===== config.mk =====
export PLATFORM = sky130hd
export DESIGN_NAME = key_value_integer_extractor
export DESIGN_NICKNAME = d
export VERILOG_FILES = /design/src/kvie_pkg.sv /design/src/kvie_scan.sv /design/src/key_value_integer_extractor.sv
export SDC_FILE = /design/constraint.sdc
export NUM_CORES = 1
export LEC_CHECK = 0
export ABC_CLOCK_PERIOD_IN_PS = 19800
export BUFFER_PORTS_ARGS = -buffer_cell sky130_fd_sc_hd__buf_2
export CAP_MARGIN = 0
export CORE_MARGIN = 5
export CORE_UTILIZATION = 58
export DETAILED_ROUTE_END_ITERATION = 10
export GPL_ROUTABILITY_DRIVEN = 1
export HOLD_SLACK_MARGIN = 0.08
export PLACE_DENSITY = 0.77
export SYNTH_ARGS = -nofsm -noshare
export SYNTH_HDL_FRONTEND = slang
export SYNTH_SLANG_ARGS = --single-unit
export TNS_END_PERCENT = 20

===== constraint.sdc =====
create_clock -name clk -period 19.8 [get_ports clk]
set_input_delay 0.99 -clock clk [delete_from_list [all_inputs] [get_ports clk]]
set_output_delay 0.99 -clock clk [all_outputs]
set_load 0.05 [all_outputs]

===== src/kvie_pkg.sv =====
// ----------------------------------------------------------------------------
// kvie_pkg
// Shared types, codes and helpers of the key/value integer extractor.
// ----------------------------------------------------------------------------
package kvie_pkg;

  localparam int KEY_MAX_BYTES_DEF = 8;
  localparam int KEY_TEXT_W        = 64;
  localparam int KEY_LEN_W         = 4;
  localparam int MAG_W             = 32;
  localparam int VALUE_W           = 33;
  localparam int STATUS_W          = 2;
  localparam int CFG_INDEX_W       = 2;
  localparam int S_TDATA_W         = 8;
  localparam int M_TDATA_W         = 40;

  localparam logic [CFG_INDEX_W-1:0] CFG_KEY_TEXT    = 2'd0;
  localparam logic [CFG_INDEX_W-1:0] CFG_KEY_LENGTH  = 2'd1;
  localparam logic [CFG_INDEX_W-1:0] CFG_SIGNED_MODE = 2'd2;

  localparam logic [7:0] CHAR_EQUALS = 8'h3D;
  localparam logic [7:0] CHAR_PLUS   = 8'h2B;
  localparam logic [7:0] CHAR_MINUS  = 8'h2D;
  localparam logic [7:0] CHAR_ZERO   = 8'h30;
  localparam logic [7:0] CHAR_NINE   = 8'h39;
  localparam logic [7:0] CHAR_NUL    = 8'h00;

  localparam logic [MAG_W-1:0] INT_MAX_MAG = 32'h7FFF_FFFF;
  localparam logic [MAG_W-1:0] INT_MIN_MAG = 32'h8000_0000;

  typedef enum logic [2:0] {
    PH_SEEK   = 3'd0,
    PH_LEAD   = 3'd1,
    PH_SIGN   = 3'd2,
    PH_DIGITS = 3'd3,
    PH_DONE   = 3'd4
  } phase_t;

  typedef enum logic [STATUS_W-1:0] {
    ST_OK    = 2'd0,
    ST_NOKEY = 2'd1,
    ST_PARSE = 2'd2
  } status_t;

  typedef struct packed {
    logic [KEY_TEXT_W-1:0] key_text;
    logic [KEY_LEN_W-1:0]  key_length;
    logic                  signed_mode;
  } kvie_cfg_t;

  typedef struct packed {
    logic       fire;
    logic [7:0] text_byte;
    logic       last_byte;
  } kvie_step_t;

  typedef struct packed {
    status_t             status;
    logic [VALUE_W-1:0]  value;
  } kvie_result_t;

  typedef struct packed {
    phase_t            phase;
    logic [MAG_W-1:0]  magnitude;
    logic              negative_sign;
    logic              overflowed;
    logic              first_after_equals;
    status_t           held_status;
  } kvie_line_t;

  // space, TAB, LF, VT, FF, CR
  function automatic logic is_ws(input logic [7:0] b);
    return (b == 8'h20) || (b >= 8'h09 && b <= 8'h0D);
  endfunction

endpackage


===== src/kvie_scan.sv =====
// ----------------------------------------------------------------------------
// kvie_scan
// Per-line scan state: key search over a short byte history, then the
// decimal value parser. One byte is folded in per step.
// ----------------------------------------------------------------------------
module kvie_scan import kvie_pkg::*; #(
  parameter int KEY_MAX_BYTES = KEY_MAX_BYTES_DEF
) (
  input  logic         clk,
  input  logic         rst,
  input  kvie_step_t   step,
  input  kvie_cfg_t    cfg,
  output kvie_result_t result
);

  localparam int HIST_DEPTH = KEY_MAX_BYTES + 1;
  localparam int POS_W      = $clog2(KEY_MAX_BYTES + 2);
  localparam int PROD_W     = MAG_W + 4;

  localparam kvie_line_t LINE_CLEAR = '{
    phase:              PH_SEEK,
    magnitude:          '0,
    negative_sign:      1'b0,
    overflowed:         1'b0,
    first_after_equals: 1'b0,
    held_status:        ST_NOKEY
  };

  kvie_line_t       line;
  kvie_line_t       line_step;
  kvie_line_t       line_end;
  logic [POS_W-1:0] key_position;
  logic [POS_W-1:0] key_position_next;
  logic [7:0]       history      [HIST_DEPTH];
  logic [7:0]       history_next [HIST_DEPTH];

  logic [KEY_MAX_BYTES:1] len_match;
  logic [KEY_LEN_W-1:0]   key_len;
  logic                   key_hit;
  logic                   is_digit;
  logic                   byte_ws;
  logic [PROD_W-1:0]      prod;

  function automatic kvie_line_t add_digit(input kvie_line_t s, input logic [PROD_W-1:0] p);
    kvie_line_t r;
    r = s;
    if (!r.overflowed) begin
      if (|p[PROD_W-1:MAG_W]) begin
        r.overflowed = 1'b1;
      end else begin
        r.magnitude = p[MAG_W-1:0];
      end
    end
    return r;
  endfunction

  function automatic kvie_line_t finish_digits(input kvie_line_t s, input logic term_ok,
                                               input logic signed_mode);
    kvie_line_t r;
    logic       bad;
    r   = s;
    bad = !term_ok || r.overflowed;
    if (!bad) begin
      if (signed_mode) begin
        bad = r.negative_sign ? (r.magnitude > INT_MIN_MAG) : (r.magnitude > INT_MAX_MAG);
      end else begin
        bad = r.negative_sign && (r.magnitude != '0);
      end
    end
    if (bad) begin
      r.held_status   = ST_PARSE;
      r.magnitude     = '0;
      r.negative_sign = 1'b0;
    end else begin
      r.held_status = ST_OK;
    end
    r.phase = PH_DONE;
    return r;
  endfunction

  function automatic kvie_line_t finish_no_digits(input kvie_line_t s);
    kvie_line_t r;
    r = s;
    if (r.first_after_equals) begin
      r.held_status = ST_OK;
    end
    r.magnitude     = '0;
    r.negative_sign = 1'b0;
    r.phase         = PH_DONE;
    return r;
  endfunction

  function automatic kvie_line_t end_line(input kvie_line_t s, input logic signed_mode);
    kvie_line_t r;
    r = s;
    unique case (s.phase)
      PH_SEEK: begin
        r.held_status   = ST_NOKEY;
        r.magnitude     = '0;
        r.negative_sign = 1'b0;
        r.phase         = PH_DONE;
      end
      PH_LEAD, PH_SIGN: r = finish_no_digits(s);
      PH_DIGITS:        r = finish_digits(s, 1'b1, signed_mode);
      default: ;
    endcase
    return r;
  endfunction

  // Key match, evaluated for every possible key length; each candidate only
  // looks at fixed history taps.
  always_comb begin
    for (int k = 1; k <= KEY_MAX_BYTES; k++) begin
      len_match[k] = (key_position >= POS_W'(k)) &&
                     ((key_position == POS_W'(k)) || is_ws(history[k]));
      for (int i = 0; i < k; i++) begin
        if (history[k-1-i] != cfg.key_text[8*i +: 8]) begin
          len_match[k] = 1'b0;
        end
      end
    end
  end

  always_comb begin
    if (cfg.key_length == '0) begin
      key_len = KEY_LEN_W'(1);
    end else if (cfg.key_length > KEY_LEN_W'(KEY_MAX_BYTES)) begin
      key_len = KEY_LEN_W'(KEY_MAX_BYTES);
    end else begin
      key_len = cfg.key_length;
    end
    key_hit = 1'b0;
    for (int k = 1; k <= KEY_MAX_BYTES; k++) begin
      if (key_len == KEY_LEN_W'(k)) begin
        key_hit = len_match[k];
      end
    end
  end

  // magnitude * 10 + digit
  assign is_digit = (step.text_byte >= CHAR_ZERO) && (step.text_byte <= CHAR_NINE);
  assign byte_ws  = is_ws(step.text_byte);
  assign prod     = (PROD_W'(line.magnitude) << 3) + (PROD_W'(line.magnitude) << 1)
                  + PROD_W'(step.text_byte[3:0]);

  // Next state for one byte
  always_comb begin
    line_step         = line;
    key_position_next = key_position;
    for (int i = 0; i < HIST_DEPTH; i++) begin
      history_next[i] = history[i];
    end
    if (step.text_byte == CHAR_NUL) begin
      line_step = end_line(line, cfg.signed_mode);
    end else begin
      unique case (line.phase)
        PH_SEEK: begin
          if (step.text_byte == CHAR_EQUALS && key_hit) begin
            line_step.phase              = PH_LEAD;
            line_step.first_after_equals = 1'b1;
            line_step.magnitude          = '0;
            line_step.negative_sign      = 1'b0;
            line_step.overflowed         = 1'b0;
          end else begin
            for (int i = HIST_DEPTH - 1; i > 0; i--) begin
              history_next[i] = history[i-1];
            end
            history_next[0] = step.text_byte;
            if (key_position < POS_W'(HIST_DEPTH)) begin
              key_position_next = key_position + POS_W'(1);
            end
          end
        end
        PH_LEAD: begin
          if (line_step.first_after_equals) begin
            line_step.held_status        = byte_ws ? ST_OK : ST_PARSE;
            line_step.first_after_equals = 1'b0;
          end
          if (byte_ws) begin
            // skip leading whitespace
          end else if (step.text_byte == CHAR_PLUS || step.text_byte == CHAR_MINUS) begin
            line_step.negative_sign = (step.text_byte == CHAR_MINUS);
            line_step.phase         = PH_SIGN;
          end else if (is_digit) begin
            line_step       = add_digit(line_step, prod);
            line_step.phase = PH_DIGITS;
          end else begin
            line_step = finish_no_digits(line_step);
          end
        end
        PH_SIGN: begin
          if (is_digit) begin
            line_step       = add_digit(line_step, prod);
            line_step.phase = PH_DIGITS;
          end else begin
            line_step = finish_no_digits(line_step);
          end
        end
        PH_DIGITS: begin
          if (is_digit) begin
            line_step = add_digit(line_step, prod);
          end else begin
            line_step = finish_digits(line_step, byte_ws, cfg.signed_mode);
          end
        end
        default: ;
      endcase
    end
  end

  // Result of the line, valid when the step carries the last byte
  always_comb begin
    line_end      = end_line(line_step, cfg.signed_mode);
    result.status = line_end.held_status;
    if (line_end.held_status != ST_OK) begin
      result.value = '0;
    end else if (line_end.negative_sign) begin
      result.value = VALUE_W'(0) - {1'b0, line_end.magnitude};
    end else begin
      result.value = {1'b0, line_end.magnitude};
    end
  end

  always_ff @(posedge clk) begin
    if (rst || (step.fire && step.last_byte)) begin
      line         <= LINE_CLEAR;
      key_position <= '0;
      for (int i = 0; i < HIST_DEPTH; i++) begin
        history[i] <= '0;
      end
    end else if (step.fire) begin
      line         <= line_step;
      key_position <= key_position_next;
      for (int i = 0; i < HIST_DEPTH; i++) begin
        history[i] <= history_next[i];
      end
    end
  end

endmodule


===== src/key_value_integer_extractor.sv =====
// ----------------------------------------------------------------------------
// key_value_integer_extractor
// Finds the first "key=" at a word start in a text line and parses the
// decimal value that follows into a signed or unsigned 32-bit integer.
//
//  channel   dir  handshake                 payload
//  s_axis    in   s_axis_tvalid/tready      tdata: text_byte, tlast: last_byte
//  m_axis    out  m_axis_tvalid/tready      tdata: status, value
//  cfg       in   cfg_valid/cfg_ready       cfg_index, cfg_data
//
// One byte per cycle sustained unless a last byte waits on a stalled result: a byte sits
// in the input register; the scan state and the result register then update together.
// The result word of a line is presented in the cycle after its last byte is consumed.
// rst clears the line state and sets key_text 0, key_length 1, signed_mode 0.
// A stalled result holds the last byte of the next line in the input
// register; bytes that produce no result keep flowing.
// ----------------------------------------------------------------------------
module key_value_integer_extractor import kvie_pkg::*; #(
  parameter int KEY_MAX_BYTES = KEY_MAX_BYTES_DEF
) (
  input  logic                   clk,
  input  logic                   rst,
  input  logic                   s_axis_tvalid,
  output logic                   s_axis_tready,
  input  logic [S_TDATA_W-1:0]   s_axis_tdata,   // [7:0] text_byte
  input  logic                   s_axis_tlast,   // last_byte
  output logic                   m_axis_tvalid,
  input  logic                   m_axis_tready,
  output logic [M_TDATA_W-1:0]   m_axis_tdata,   // [1:0] status, [34:2] value, rest zero
  input  logic                   cfg_valid,
  output logic                   cfg_ready,
  input  logic [CFG_INDEX_W-1:0] cfg_index,
  input  logic [KEY_TEXT_W-1:0]  cfg_data
);

  kvie_cfg_t          cfg;
  kvie_step_t         step;
  kvie_result_t       result;

  logic               in_valid;
  logic [7:0]         in_byte;
  logic               in_last;
  logic               consume;

  logic               out_valid;
  status_t            out_status;
  logic [VALUE_W-1:0] out_value;

  assign cfg_ready = 1'b1;

  always_ff @(posedge clk) begin
    if (rst) begin
      cfg.key_text    <= '0;
      cfg.key_length  <= KEY_LEN_W'(1);
      cfg.signed_mode <= 1'b0;
    end else if (cfg_valid && cfg_ready) begin
      unique case (cfg_index)
        CFG_KEY_TEXT:    cfg.key_text    <= cfg_data;
        CFG_KEY_LENGTH:  cfg.key_length  <= cfg_data[KEY_LEN_W-1:0];
        CFG_SIGNED_MODE: cfg.signed_mode <= cfg_data[0];
        default: ;
      endcase
    end
  end

  // A last byte may only advance when the result register can take it.
  assign consume       = in_valid && (!in_last || !out_valid || m_axis_tready);
  assign s_axis_tready = !in_valid || consume;

  always_ff @(posedge clk) begin
    if (rst) begin
      in_valid <= 1'b0;
    end else if (s_axis_tready) begin
      in_valid <= s_axis_tvalid;
    end
  end

  always_ff @(posedge clk) begin
    if (s_axis_tvalid && s_axis_tready) begin
      in_byte <= s_axis_tdata[7:0];
      in_last <= s_axis_tlast;
    end
  end

  assign step.fire      = consume;
  assign step.text_byte = in_byte;
  assign step.last_byte = in_last;

  kvie_scan #(
    .KEY_MAX_BYTES (KEY_MAX_BYTES)
  ) u_scan (
    .clk    (clk),
    .rst    (rst),
    .step   (step),
    .cfg    (cfg),
    .result (result)
  );

  always_ff @(posedge clk) begin
    if (rst) begin
      out_valid <= 1'b0;
    end else if (consume && in_last) begin
      out_valid <= 1'b1;
    end else if (m_axis_tready) begin
      out_valid <= 1'b0;
    end
  end

  always_ff @(posedge clk) begin
    if (consume && in_last) begin
      out_status <= result.status;
      out_value  <= result.value;
    end
  end

  assign m_axis_tvalid = out_valid;
  assign m_axis_tdata  = {(M_TDATA_W - VALUE_W - STATUS_W)'(0), out_value, out_status};

endmodule


### After elaboration in Yosys (flattened, before gate mapping)

Memory sizes are Yosys's and may differ from the RTL's.
Index checks and enable logic that the tools add are counted.
W data, S select, Z words.

| storage, ports and cells | value |
|---|---|
| bits in registers | 159 |
| memory bits (writable) | 72 |
| input bits | 80 |
| output and inout port bits | 43 |
| word-level logic and storage cells | 322 |
| memories | 1 |

| operators by class | value |
|---|---|
| add/sub/neg operators | 4 |
| magnitude comparators | 34 |
| eq/ne operators | 72 |
| multiplexer cells | 112 |
| bitwise operators | 12 |
| reduce and logical (&&, ||, !) cells | 70 |

Memory list:

| memory | depth | width | rd ports | clocked after Yosys merged registers in | wr ports | line | source |
|---|---|---|---|---|---|---|---|
| u_scan.history | 9 | 8 | 9 | 0 | 9 | kvie_scan.sv:34 | `logic [7:0] history [HIST_DEPTH];` |

Operator list:

| operator | number |
|---|---|
| $ne A8 B8 Y1 | 36 |
| $mux W72 | 3 |
| $mux W40 | 5 |
| $pmux W38 S4 | 1 |
| $mux W32 | 4 |
| $mux W33 | 3 |
| $eq A8 B6 Y1 const B | 12 |
| $ge A8 B4 Y1 const B | 9 |
| $le A8 B4 Y1 const B | 9 |
| $mux W8 | 9 |
| $pmux W36 S2 | 1 |
| $mux W1 | 67 |
| $pmux W33 S2 | 1 |
| $gt A32 B31 Y1 const B | 2 |
| $gt A32 B32 Y1 const B | 2 |
| $reduce_bool A32 Y1 | 2 |
| $mux W38 | 1 |
| $add A35 B33 Y36 | 1 |
| $add A36 B4 Y36 | 1 |
| $sub A1 B32 Y33 const A | 1 |
| $eq A4 B3 Y1 const B | 8 |
| $logic_and A1 B1 Y1 | 24 |
| $logic_or A1 B1 Y1 | 23 |
| $pmux W2 S3 | 3 |
| other kinds (32) | 76 |

### Depth between registers and ports, before layout

Gate-level depths: netlist of run 1.
An unclocked memory read counts as a cell.

| depth | value |
|---|---|
| depth in word-level cells | 28 |
| mapped depth | 29 |
| gate-level depth less buffers | 26 |

### By module

Synthesis of run 1 repeated with hierarchy kept, for this count alone.

| second synthesis, totals | value |
|---|---|
| cells, all modules | 2022 |
| area total of the unflattened synthesis | 17872.1 µm² |

By module, submodules not included:

| module | times used | cells an instance | area an instance (µm²) | sequential area each (µm²) |
|---|---|---|---|---|
| kvie_scan | 1 | 1661 | 13271.5 | 3042.9 |
| key_value_integer_extractor | 1 | 361 | 4600.7 | 2742.6 |

### Worst setup path before layout of run 1

No wires, ideal clock.

| timing path | value |
|---|---|
| path type | register to register |
| from | register in_byte[3] |
| to | register out_value[20], data pin |
| setup time | 0.157 ns |
| data arrival time | 6.169 ns |
| required time | 19.643 ns |
| path slack | 13.474 ns |
| stages on the path, launching flop included | 27 |
| buffers on the path | 2 |
| clock period less this slack | 6.326 ns |
| cells stage by stage | edfxtp_1 > inv_1 > fa_1 > fa_1 > nor2b_1 > o2111ai_1 > a211oi_1 > or2_1 > o21ai_1 > o21ai_0 > or2_1 > buf_2 > nor3_1 > o221a_2 > nor3b_1 > o2111ai_1 > o41ai_4 > a21oi_2 > clkbuf_1 > or2_2 > ha_1 > and2_1 > nand3_1 > nand2_1 > or2_0 > and3_1 > nor3_1 |

| on the way | value |
|---|---|
| word-level cells in the longest chain between the ends | 22 |
| elaborated cells between the ends (all ways) | 67 |
| those cells by class | add/sub (2); order compare (6); eq/ne (7); mux (37); reduce/logical (15) |

RTL lines:

| what | line | source |
|---|---|---|
| from (decl) | key_value_integer_extractor.sv:41 | `logic [7:0] in_byte;` |
| from (signal assigned) | key_value_integer_extractor.sv:80 | `in_byte <= s_axis_tdata[7:0];` |
| parallel branches: the longest is 12 deep, another holds $add A36 B4 Y36 | n/a |  |
| $mux W40 * | kvie_scan.sv:153 | `if (step.text_byte == CHAR_NUL) begin` |
| $gt A32 B31 Y1 (tied with other cells) | kvie_scan.sv:65 | `bad = r.negative_sign ? (r.magnitude > INT_MIN_MAG) : (r.magnitude > INT_MAX_MAG);` |
| $mux W1 / $logic_and A1 B1 Y1 (equally long branches) | kvie_scan.sv:65, kvie_scan.sv:67 |  |
| $mux W1 | kvie_scan.sv:64 | `if (signed_mode) begin` |
| $mux W1 | kvie_scan.sv:63 | `if (!bad) begin` |
| $mux W1 | kvie_scan.sv:96 | `unique case (s.phase)` |
| $mux W33 | kvie_scan.sv:70 | `if (bad) begin` |
| $pmux W33 S2 | kvie_scan.sv:96 |  |
| $sub A1 B32 Y33 | kvie_scan.sv:218 | `result.value = VALUE_W'(0) - {1'b0, line_end.magnitude};` |
| $mux W32 | kvie_scan.sv:217 | `end else if (line_end.negative_sign) begin` |
| to (signal assigned) | key_value_integer_extractor.sv:112 | `out_value <= result.value;` |
| to (decl) | key_value_integer_extractor.sv:47 | `logic [VALUE_W-1:0] out_value;` |

Every way passes the cells marked *. The select of a mux whose other input is x is not followed.
A chain may end at the register's enable or synchronous reset.

### Final worst setup path of run 1

| timing path | value |
|---|---|
| from | register in_byte[3] |
| to | register out_value[30], data pin |

The elaborated chain is that of the path after synthesis.

==> results of run 1 <==
[layout make-up]
| cell class | instances | area, µm² |
|---|---|---|
| fill | 2554 | 10600 |
| multi-input combinational | 1575 | 10400 |
| sequential | 231 | 5790 |
| clock buffer | 38 | 726 |
| timing repair buffer | 131 | 693 |
| tap | 384 | 480 |
| inverter | 43 | 161 |
| clock inverter | 7 | 71.3 |
[where the power goes]
group / internal (W) / switching (W)
Sequential: 0.000525 / 0.0000652
Combinational: 0.0000707 / 0.000113
Clock: 0.000266 / 0.000193
Total: 0.000862 / 0.000371
[cells by family (layout without fill, tap and decap cells)]
| family | after synthesis | count (layout) | share of synthesized area, % |
|---|---|---|---|
| AND/OR/NAND/NOR | 747 | 747 | 22.3 |
| XOR/XNOR | 329 | 329 | 16.9 |
| flip-flops | 231 | 231 | 33.9 |
| AO/OA/AOI/OAI | 418 | 418 | 15.8 |
| adder cells (fa/ha/maj) | 69 | 69 | 5.15 |
| multiplexers | 6 | 6 | 0.352 |
| other | 2 | 6 | 0.0440 |
| buffers and inverters | 229 | 219 | 5.54 |
[routing by layer]
metal / part of all wire, % / routed length, µm / vias to the layer above / global-route usage [%]
met1: 43 / 27200 / 7650 / 57.1
li1: - / - / 7164 / -
met2: 39 / 24700 / 1158 / 50.3
met4: 2.4 / 1490 / 0 / 7.72
met3: 15 / 9430 / 136 / 10.8
met5: 0 / 0 / - / 0
[critical path: stages, from the launching register on]
cell and delay [ps]:
edfxtp_1 430, inv_1 130, fa_1 540, fa_1 480
nor2b_1 190, o2111ai_1 190, a211oi_1 560, or2_1 230
o21ai_1 100, o21ai_0 500, nor2_2 300, o221ai_2 720
a22oi_1 370, o21a_1 260, o31ai_1 380, o41ai_4 130
a21oi_2 560, or2_2 230, ha_1 220, inv_1 80
a211oi_1 580, nor3_1 140, or4_1 500, nand2_1 70
[registers in the layout, indices dropped and copies added, names as in the netlist]
signal	cells
cfg	69
in_last	1
u_scan.key_position	4
in_byte	8
out_value	33
out_status	2
m_axis_tvalid	1
u_scan.history	72
u_scan.line	40
in_valid	1
[layout by cell type (no fill, tap or decap), types with 43 or more instances in the layout]
master and instances:
a21oi_1 169, and3_1 73, buf_2 116, dfxtp_1 115
edfxtp_1 116, ha_1 67, inv_1 43, nand2_1 216
nand4_1 46, nor2_1 147, nor3_1 43, nor4_1 67
o21ai_0 58, xnor2_1 122, xor2_1 207
[worst max path at each step]
| stage | start | end | slack (ps) | depth (start not counted) |
|---|---|---|---|---|
| 2_1_floorplan | in_byte[3] | out_value[20] | 13470 | 26 |
| 3_3_place_gp | in_byte[3] | out_value[30] | 12390 | 23 |
| 3_5_place_dp | in_byte[3] | out_value[30] | 12070 | 23 |
| 4_1_cts | in_byte[3] | out_value[30] | 12030 | 23 |
| 5_1_grt | in_byte[3] | out_value[16] | 11360 | 23 |
| 6_report | in_byte[3] | out_value[30] | 11770 | 23 |
[per-stage QoR]
stage | total power (W) | instance area [µm²]
after detailed placement | 0.000774 | 17500
after global placement | 0.000771 | 17500
after floorplan | 0.000705 | 17100
final | 0.00123 | 18300
after global routing | 0.00127 | 18300
after CTS | 0.00123 | 18300
==> results.py, run 1 <==
metrics = {
    "status": {
        "status": "finished, final reports clean",
    },
    "timing": {
        "drv_slew": 0,
        "grt_setup_unrepaired": "no",
        "finalSetupTns_ps": 0,
        "whs_ps": 474,
        "finalCriticalPeriod_ps": 8030,
        "max-slew-margin-rel_pct": 23.5,
        "hold_viol_final": 0,
        "worstMarginPinSlew_ps": 1140,
        "max_freq_mhz": 124,
        "fin_ws_ps": 11770,
        "finClkSkew_ps": 22.5,
        "setup_viol": 0,
        "timing.final.crit_share_pct": 40.6,
    },
    "grt": {
        "grt_usage_pct": 36.8,
        "grt_pass1_wl_mm": 94.3,
        "antenna_found_initial": 1,
        "grt_max_degree": 100,
        "grt_pass1_vias": 15035,
        "grt-ovfl-total": 0,
    },
    "logic_synthesis": {
        "synth_area_per_cell_um2": 8.40,
        "async_flop_share_pct": 0,
        "synth.most_common_cell": "nand2_1",
        "synth.top_cell.area_share_pct": 20.4,
        "synth_area_um2": 17100,
        "synth_edf_count": 116,
        "synth_cells": 2031,
        "yosys.cell_types.count": 91,
        "yosys_warnings": 0,
        "synth_seq_area_share_pct": 33.9,
        "yosys.area.top_type": "edfxtp_1",
        "synth_common_cells": "218 x nand2_1, 207 x xor2_1, 169 x a21oi_1",
        "synthFlopType": "edfxtp_1",
        "ys_seq_elements": 231,
        "synth.area.top_cells": "edfxtp_1 20%, dfxtp_1 13%, xor2_1 11%, xnor2_1 6.3%, a21oi_1 5.0%",
    },
    "cts": {
        "postCtsHoldBufs": 0,
        "cts_tree": "done",
        "cts.htree.levels": 1,
        "root_buffer": "clkbuf_16",
        "clock_path_buffers": 3,
        "postCtsSetupRepairBufs": 0,
        "insertion_delay_ps": 540,
        "cts_buffers": 25,
        "numClockSinks": 231,
        "clk_pin_slew_worst_paths_ps": 60,
        "cts_resized": 0,
    },
    "floorplan": {
        "die_y_um": 182,
        "dieWidth_um": 182,
        "design.die.area_um2": 32900,
        "pin_count": 123,
        "coreArea_um2": 28900,
        "rows": 62,
        "initial_core_util_pct": 59.1,
    },
    "drt": {
        "dr.first_iter.drc_count": 2357,
        "wl_per_cell_um": 26.0,
        "via_per_inst": 6.69,
        "drtAntennaViolNets": 0,
        "wl_mm": 62.7,
        "dr.pass1.iters": 6,
        "vias": 16108,
        "drc": 0,
    },
    "worst_setup_path": {
        "worstPathArrival_ps": 8440,
        "timing.rr.start": "in_byte[3]",
        "r2r_cells": 23,
        "r2r_end": "out_value[30]",
        "worstSetupPathType": "reg -> reg",
        "crit_fanout": 16,
        "r2r_setup_slack_ps": 11770,
        "endpoint_kind": "flop",
        "critPathRequiredTime_ps": 20200,
        "critPathLaunchType": "flop",
    },
    "placement": {
        "dp.cells": 2364,
        "gp_congestion": 1.06,
        "hpwl_mm": 47.0,
        "portBuffers": 116,
        "place_ws_ps": 12070,
    },
    "power_and_ir_drop": {
        "leakage_nw": 7.70,
        "power.density_nw_per_um2": 67.4,
        "ir_drop_mv": 0.0767,
    },
    "min_path": {
        "hp-class": "reg -> reg",
        "min_path_cells": 2,
        "hold-path-endpoint": "cfg[67]",
        "worstHoldStart": "cfg[67]",
    },
    "final_layout": {
        "final_cells": 2409,
        "final_util_pct": 63.4,
        "nets": 2156,
        "diodes": 0,
        "drive_above_1_share_pct": 10.4,
        "area_growth_pct": 7.22,
    },
    "job": {
        "cap_violations": 0,
    },
}
Note: power is estimated with default switching activity, not from simulation.
==> inputs of run 2 (changes only) <==
- ABC_CLOCK_PERIOD_IN_PS: 19800 -> 6640
- CORE_UTILIZATION: 58 -> 56
- PLACE_DENSITY: 0.77 -> 0.78
- clock period: 19.8 -> 6.64 ns (I/O delays scaled with it)
==> run 2 against run 1 <==
Routed wire length rose by 12%. Core utilization rose by 2.9 points. Worst hold slack got worse by 370 ps. Worst setup slack got worse by 12000 ps. Cell area rose by 10%. Register-to-register slack got worse by 12000 ps. Cell count rose by 8.8%. Combinational power rose to 3.8 times the previous value. Maximum frequency rose by 25%. First-iteration DRC count rose by 17%. Largest power group unchanged. Highest routed layer unchanged.
==> results.py, run 2 (synthesis gave the netlist of run 1 again) <==
metrics = {
    "status": {
        "status": "finished, final reports clean",
    },
    "grt": {
        "grt_usage_pct": 40.5,
        "grt-ovfl-total": 0,
        "grt_pass1_vias": 16107,
        "grt_pass1_wl_mm": 104,
        "antenna_found_initial": 0,
        "grt_max_degree": 100,
    },
    "final_layout": {
        "area_growth_pct": 18.0,
        "diodes": 0,
        "final_util_pct": 66.3,
        "final_cells": 2620,
        "largest_reg_flops": 72,
        "nets": 2353,
        "final_common_cell": "nand2_1",
        "top_regs": "u_scan.history (72), cfg (69), u_scan.line (40)",
        "finalInstanceArea_um2": 20100,
        "layout_common_cells": "216 x nand2_1, 207 x xor2_1, 169 x a21oi_1",
        "top_register": "u_scan.history",
        "drive_above_1_share_pct": 16.1,
    },
    "floorplan": {
        "initial_core_util_pct": 56.2,
        "design.die.area_um2": 34100,
        "pin_count": 123,
        "dieWidth_um": 185,
        "die_y_um": 185,
        "coreArea_um2": 30300,
        "rows": 64,
    },
    "timing": {
        "setup_viol": 0,
        "max_freq_mhz": 156,
        "finClkSkew_ps": 16.0,
        "timing.final.crit_share_pct": 96.5,
        "max-slew-margin-rel_pct": 23.7,
        "drv_slew": 0,
        "finalCriticalPeriod_ps": 6410,
        "hold_viol_final": 0,
        "worstMarginPinSlew_ps": 1140,
    },
    "min_path": {
        "hp-class": "in -> reg",
    },
    "worst_setup_path": {
        "worstSetupPathType": "reg -> reg",
        "critPathLaunchType": "flop",
        "r2r_setup_slack_ps": 230,
        "worstPathArrival_ps": 6690,
        "endpoint_kind": "flop",
        "crit_fanout": 13,
        "critPathRequiredTime_ps": 6920,
    },
    "placement": {
        "placed_cell_area_um2": 18400,
        "portBuffers": 116,
        "gp_congestion": 1.11,
        "dp.cells": 2495,
        "hpwl_mm": 51.6,
    },
    "drt": {
        "drc": 0,
        "via_per_inst": 6.57,
        "wl_mm": 70.6,
        "vias": 17204,
        "dr.pass1.iters": 8,
        "drtAntennaViolNets": 0,
        "wl_per_cell_um": 26.9,
        "dr.first_iter.drc_count": 2751,
    },
    "power_and_ir_drop": {
        "power_switching_share_pct": 30.9,
        "p_int_w": 0.00269,
        "pwr-share-clk_pct": 37.7,
        "power.density_nw_per_um2": 193,
        "seqPwrFrac_pct": 44.5,
        "leakage_nw": 8.65,
        "ir_drop_mv": 0.259,
        "comb_power_share_pct": 17.8,
        "power_switching_w": 0.00120,
        "finalPower_w": 0.00389,
    },
    "cts": {
        "insertion_delay_ps": 550,
        "clk_pin_slew_worst_paths_ps": 60,
        "root_buffer": "clkbuf_16",
        "cts.htree.levels": 1,
        "numClockSinks": 231,
        "cts_buffers": 26,
        "clock_path_buffers": 3,
        "cts_tree": "done",
    },
    "job": {
        "cap_violations": 0,
    },
}
## run 2: final timing paths
path / cells after the start / from / to
worst min register to register: 2 / cfg[66] / cfg[66]
worst min-delay path: 3 / cfg_data[0] / cfg[5]
worst max register to register: 25 / in_byte[1] / out_value[16]
worst max-delay path: 25 / in_byte[1] / out_value[16]
## run 2: routing by layer
metal / track usage [%] / share of wire (%) / up-vias
met1: 60.8 / 43 / 8228
met5: 0 / 0 / -
met4: 9.38 / 2.7 / 0
met2: 56.9 / 40 / 1267
met3: 12.4 / 15 / 154
li1: - / - / 7555
## run 2: cell type report
cell class	instances	area [µm²]
Timing Repair Buffer	327	2370
Multi-Input combinational cell	1575	10500
Clock buffer	35	716
Inverter	43	161
Clock inverter	13	135
Tap cell	396	495
Fill cell	2507	10200
Sequential cell	231	5790
## run 2: power by group through the flow
| stage | sequential (W) | clock, W | combinational, W |
|---|---|---|---|
| 2_1_floorplan | 0.00165 | 0 | 0.000452 |
| 3_3_place_gp | 0.00174 | 0 | 0.000620 |
| 3_5_place_dp | 0.00175 | 0 | 0.000624 |
| 4_1_cts | 0.00171 | 0.00146 | 0.000662 |
| 5_1_grt | 0.00172 | 0.00153 | 0.000734 |
| 6_report | 0.00173 | 0.00147 | 0.000693 |
## run 2: repair_timing
item	CTS	global route
hold buffers	73	0
pin swaps	1	2
resized for setup	4	22
cloned	0	0
hold endpoints to repair	76	0
setup endpoints to repair	3	12
buffers inserted	1	3
## run 2: per-stage QoR
stage,setup TNS (ps),setup WS (ps),hold slack [ps]
after floorplan,0,314,431
after global routing,-27.2,-27.2,120
after CTS,0,21.9,104
final,0,235,106
after global placement,0,180,455
after detailed placement,-263,-171,462
## run 2: worst max-delay path: stages, from the launching register on
cell	delay, ps
edfxtp_1	500
buf_4	220
and4b_1	280
nand4_1	330
or4_1	660
nor4_2	310
a21oi_2	190
o21a_1	260
o31ai_4	70
buf_12	180
o221ai_2	160
buf_4	240
a22o_1	310
nor4b_4	340
nand3_2	130
o41ai_4	340
a21oi_2	110
or2_2	320
ha_1	190
and2_1	150
nand3_1	160
nand2_1	120
buf_4	170
nor2_2	120
a2111oi_0	90
o21bai_1	200
